===== src/rtl/wlc_pkg.sv =====
// Package for the weighted least-connection picker: item types, codes and control structs.
package wlc_pkg;

    // Function codes of an input word.
    localparam logic FUNC_WRITE = 1'b0;
    localparam logic FUNC_SCHED = 1'b1;

    // One input word.
    typedef struct packed {
        logic        func;
        logic [5:0]  entry_index;
        logic [15:0] entry_weight;
        logic        entry_overloaded;
        logic [31:0] entry_overhead;
    } t_item;

    // One result word.
    typedef struct packed {
        logic        found;
        logic [5:0]  chosen_index;
        logic [31:0] chosen_overhead;
    } t_result;

    // Commands from the controller to the datapath.
    typedef struct packed {
        logic clr;     // write zeros to the entry under the sweep counter
        logic wr;      // write the input word into its table entry
        logic init;    // start a scan: clear the best entry, read entry zero
        logic mul;     // form both cross products, read the following entry
        logic cmp;     // compare the products and update the best entry
        logic finish;  // load the result word and pulse the strobe
    } t_cmd;

    // Status from the datapath to the controller.
    typedef struct packed {
        logic clr_last;    // sweep counter sits on the last entry
        logic scan_empty;  // no entries in use
        logic scan_done;   // every entry in use has been read
    } t_status;

endpackage


===== src/rtl/wlc_ctrl.sv =====
// Controller state machine of the weighted least-connection picker.
module wlc_ctrl (
    input  logic            i_clk,
    input  logic            i_rst_n,
    input  logic            i_start,
    input  logic            i_func,
    input  wlc_pkg::t_status i_status,
    output wlc_pkg::t_cmd   o_cmd,
    output logic            o_busy
);

    localparam logic [1:0] S_CLEAR = 2'd0;
    localparam logic [1:0] S_IDLE  = 2'd1;
    localparam logic [1:0] S_MUL   = 2'd2;
    localparam logic [1:0] S_CMP   = 2'd3;

    logic [1:0] r_state;
    logic [1:0] n_state;

    // State register; reset enters the table clearing sweep.
    always_ff @(posedge i_clk) begin
        if (!i_rst_n) begin
            r_state <= S_CLEAR;
        end else begin
            r_state <= n_state;
        end
    end

    // Next state and commands.
    always_comb begin
        n_state = r_state;
        o_cmd   = '0;
        case (r_state)
            S_CLEAR: begin
                o_cmd.clr = 1'b1;
                if (i_status.clr_last) begin
                    n_state = S_IDLE;
                end
            end
            S_IDLE: begin
                if (i_start) begin
                    if (i_func == wlc_pkg::FUNC_WRITE) begin
                        o_cmd.wr = 1'b1;
                    end else begin
                        o_cmd.init = 1'b1;
                        if (i_status.scan_empty) begin
                            o_cmd.finish = 1'b1;
                        end else begin
                            n_state = S_MUL;
                        end
                    end
                end
            end
            S_MUL: begin
                o_cmd.mul = 1'b1;
                n_state   = S_CMP;
            end
            S_CMP: begin
                o_cmd.cmp = 1'b1;
                if (i_status.scan_done) begin
                    o_cmd.finish = 1'b1;
                    n_state      = S_IDLE;
                end else begin
                    n_state = S_MUL;
                end
            end
            default: begin
                n_state = S_IDLE;
            end
        endcase
    end

    assign o_busy = (r_state != S_IDLE);

endmodule


===== config.mk =====
export PLATFORM = sky130hd
export DESIGN_NAME = wlc_ctrl
export DESIGN_NICKNAME = d
export VERILOG_FILES = /design/src/rtl/wlc_pkg.sv /design/src/rtl/wlc_ctrl.sv
export SDC_FILE = /design/constraint.sdc
export NUM_CORES = 1
export LEC_CHECK = 0
export CAP_MARGIN = 30
export CORE_AREA = 2 2 39 41
export CTS_CLUSTER_DIAMETER = 100
export DETAILED_ROUTE_END_ITERATION = 12
export DIE_AREA = 0 0 41 43
export DONT_BUFFER_PORTS = 1
export SKIP_CTS_REPAIR_TIMING = 1
export SYNTH_ARGS = -nofsm -noshare
export SYNTH_HDL_FRONTEND = slang
export SYNTH_SLANG_ARGS = --single-unit

===== constraint.sdc =====
create_clock -name i_clk -period 1.1 [get_ports i_clk]
set_input_delay 0.11 -clock i_clk [delete_from_list [all_inputs] [get_ports i_clk]]
set_output_delay 0.11 -clock i_clk [all_outputs]
set_load 0.005 [all_outputs]

[Word-level counts from Yosys, hierarchy flattened]
Cells that the tools add are included.
Storage, ports and cells
  flip-flop bits (word level): 2
  input port bits: 7
  output and inout port bits: 7
  word-level logic and storage cells: 29
Cells by class
  equality and inequality tests: 8
  multiplexer cells: 18
  reductions and logical operators: 2
Operators by type and width (number)
  two-way mux 2 bit: 7
  two-way mux 1 bit: 9
  inequality test 2 bit (second input constant): 4
  case mux 2 bit (4 select lines): 1
  == test 2 bit (second input constant): 2
  AND reduction 4 bit: 1
  == test 2 x 1 -> 1 bit (second input constant): 1
  zero test 2 bit: 1
  inequality test 2 x 1 -> 1 bit (second input constant): 1
  case mux 1 bit (2 select lines): 1

[Logic depth before layout (Yosys ltp)]
  depth in word-level cells: 4
  mapped depth: 4
  gate-level depth less buffers: 3

[Worst setup path before layout]
OpenSTA, ideal clock, no wires.
  path kind: flip-flop to flip-flop
  from: reg r_state[1]
  to: reg r_state[0]
  setup time: 131 ps
  data arrival time: 745 ps
  data required time: 969 ps
  slack: 224 ps
  cell stages (with the launch flop): 4
  buffers on the path: 1
  clock period less this slack: 876 ps
  cells stage by stage: dfxtp_1 > buf_2 > o31ai_1 > a21oi_1
On the way
  longest elaborated chain between the ends: 3
  elaborated cells on any way between the ends: 10
  classes of those cells: eq/ne: 7; mux: 1; reduce/logical: 2
Ends and longest elaborated chain
  start, declared: line wlc_ctrl.sv:17  | logic [1:0] r_state;
  start signal, assigned: line wlc_ctrl.sv:25  | r_state <= n_state;
  == test 2 x 1 -> 1 bit / zero test 2 bit (equally long branches): line wlc_ctrl.sv:33  | case (r_state)
  inequality test 2 bit (no source line)
  AND reduction 4 bit (no source line)
Several ways; a longest one is shown, not always the timed one.
A chain may end at the register's enable or synchronous reset.

==> results_dict.tcl <==
set metrics [dict create \
    rsz0062_at_grt "true" \
    antenna_found_initial 0 \
    gp_congestion 0.718 \
    placedCellCount 37 \
    core.rowCount 14 \
    grt_overflow 0 \
    hold_viol 0 \
    leakage_nw 0.104 \
    place.detailed.hpwl_um 342 \
    path_clk_slew_ns 0.03 \
    grt_pass1_wl_um 586 \
    reg_top3 "r_state x2" \
    synth.most_common_cell "nand2_1" \
    synth.distinct_cells 15 \
    clk_latency_ns 0.22 \
    setup_viol 0 \
    yosysTopAreaCellShare_pct 22.5 \
    syn-num-nets 29 \
    cp_top_family "flip-flops" \
    yosys-top-cells-area "dfxtp_1, o41ai_2, and2_2" \
    antenna_left 0 \
    cts_sinks 2 \
    maxCapViolations 0 \
    setup_ws_ns 0.0588 \
    cp.arrival_ns 0.93 \
    largest_reg_flops 2 \
    initial_core_util_pct 12.8 \
    critPathMaxFanout 8 \
    power_mw 0.285 \
    synth_area_leader_cell "dfxtp_1" \
    cts_root_buffer "clkbuf_4" \
    final_core_util_pct 18.9 \
    nNetsFinal 37 \
    yosysWarnings 0 \
    numCtsBuffers 3 \
    path_class "register to output pin" \
    drt_iter0_markers 0 \
    worstMarginPinSlew_ns 0.212 \
    hold_ws_ns 0.0178 \
    post-route-drc-count 0 \
    instances_no_fill 44 \
    die_h_um 43 \
    min_from "i_rst_n" \
    fillCellCount 165 \
    grt_max_degree 12 \
    cts_tree "yes" \
    max_freq_mhz 960 \
    cp-endpoint "o_cmd[4]" \
    clock_path_buffers 2 \
    reg2reg_setup_slack_ns 0.14 \
    crit_buf_inv 0 \
    netlist_area_um2 178 \
    synth_seq_cells 2 \
    ys.flop_type "dfxtp_1" \
    io_buffers 0 \
    slew-limit-headroom_pct 85.7 \
    synthToLayoutAreaGrowth_pct 47.2 \
    irDropWorstVdd_mv 0.317 \
    via_count 175 \
    slowest_delay_ns 0.35 \
    slowest_stage "dfxtp_4" \
    postSynthCellCount 22 \
    avgSynthCellArea_um2 8.08 \
    max_flop_register "r_state" \
    r2r_end "r_state[0]$_SDFFE_PN0P_" \
    r2r_cells 3 \
    preCtsSetupSlack_ns 0.134 \
    report.final.slew_viol_count 0 \
    pin_count 14 \
    die-area_mm2 0.00176 \
    core_mm2 0.00138 \
    wl_per_cell_um 10.3 \
    drtPass1Iterations 1 \
    power.density_mw_per_mm2 1090 \
    fin_crit_sh_pct 94.7 \
    routed_wl_um 452 \
    ys_async_sr_fraction_pct 0 \
    n_antenna_cell 0 \
    min_path_type "primary input to register" \
    synth_edf_count 0 \
    outcome "finished, final reports clean" \
    finalCriticalPeriod_ns 1.04 \
    cp.depth 2 \
    skew_ns 0.00139 \
    grt_use_total_pct 5.51 \
    end_kind "output pin" \
    path_cells "nand2b_4 > nor3b_4" \
    die_w_um 41 \
    critPathRequiredTime_ns 0.99 \
    vias_per_cell 3.98 \
    critPathLaunch "r_state[1]$_SDFFE_PN0P_" \
    synth-seq-area-share_pct 22.5 \
    cp-start-kind "register" \
    htreeDepth 1 \
    grt_pass1_vias 166 \
    drive_above_1_share_pct 53.6 \
    r2r_start "r_state[1]$_SDFFE_PN0P_" \
]
-- cells in the final DEF (no fill, tap or decap), types with 2 or more instances in the layout --
cell type and count:
o31ai_1 2, buf_4 3, and2_2 2, clkbuf_4 3, nand3_1 2, nand2_1 3
dfxtp_4 2, nor2_1 2
-- through the flow --
stage | setup TNS [ns] | cell area, µm²
after floorplan | 0 | 178
after global placement | 0 | 193
after detailed placement | 0 | 193
after CTS | -0.210 | 215
after global routing | -0.00240 | 262
final | 0 | 262
-- routing by layer --
metal | wire length [µm] | track usage (%) | vias to the layer above
met2 | 190 | 6.25 | 11
met4 | 0 | 8.00 | 0
met1 | 179 | 4.47 | 73
met3 | 82 | 4.71 | 0
met5 | 0 | 0 | -
li1 | - | - | 91
-- worst reg2reg max path: stages (launching register included) --
cell     delay [ns]
dfxtp_4        0.35
buf_4          0.14
o31ai_1        0.24
a21oi_1        0.10
-- report_power, final --
group          leakage, nW  internal [mW]  switching [mW]  total (mW)
Combinational       0.0720         0.0226          0.0170      0.0396
Clock               0.0138          0.120          0.0395       0.160
Sequential          0.0178         0.0756         0.00986      0.0854
-- worst min path at each step --
| stage | depth (start not counted) | endpoint |
|---|---|---|
| 2_1_floorplan | 1 | r_state[1]$_SDFFE_PN0P_ |
| 3_3_place_gp | 1 | r_state[1]$_SDFFE_PN0P_ |
| 3_5_place_dp | 1 | r_state[1]$_SDFFE_PN0P_ |
| 4_1_cts | 1 | r_state[1]$_SDFFE_PN0P_ |
| 5_1_grt | 2 | r_state[0]$_SDFFE_PN0P_ |
| 6_report | 2 | r_state[0]$_SDFFE_PN0P_ |
-- cell type report --
type	instances	area, µm²	area share, %
repair buffers	4	32.5	12.4
clock buffers	3	22.5	8.61
flip-flops and latches	2	47.5	18.2
well taps	16	20.0	7.66
multi-input cells	19	139	53.1
-- logic make-up after synthesis --
logic type / count (synthesis) / share of synthesized area [%]
DFF: 2 / 22.5
buffers and inverters: 1 / 2.81
AOI/OAI and AO/OA: 5 / 23.2
and+or+nand+nor: 14 / 51.4
Power figures use the tool's default switching activity.
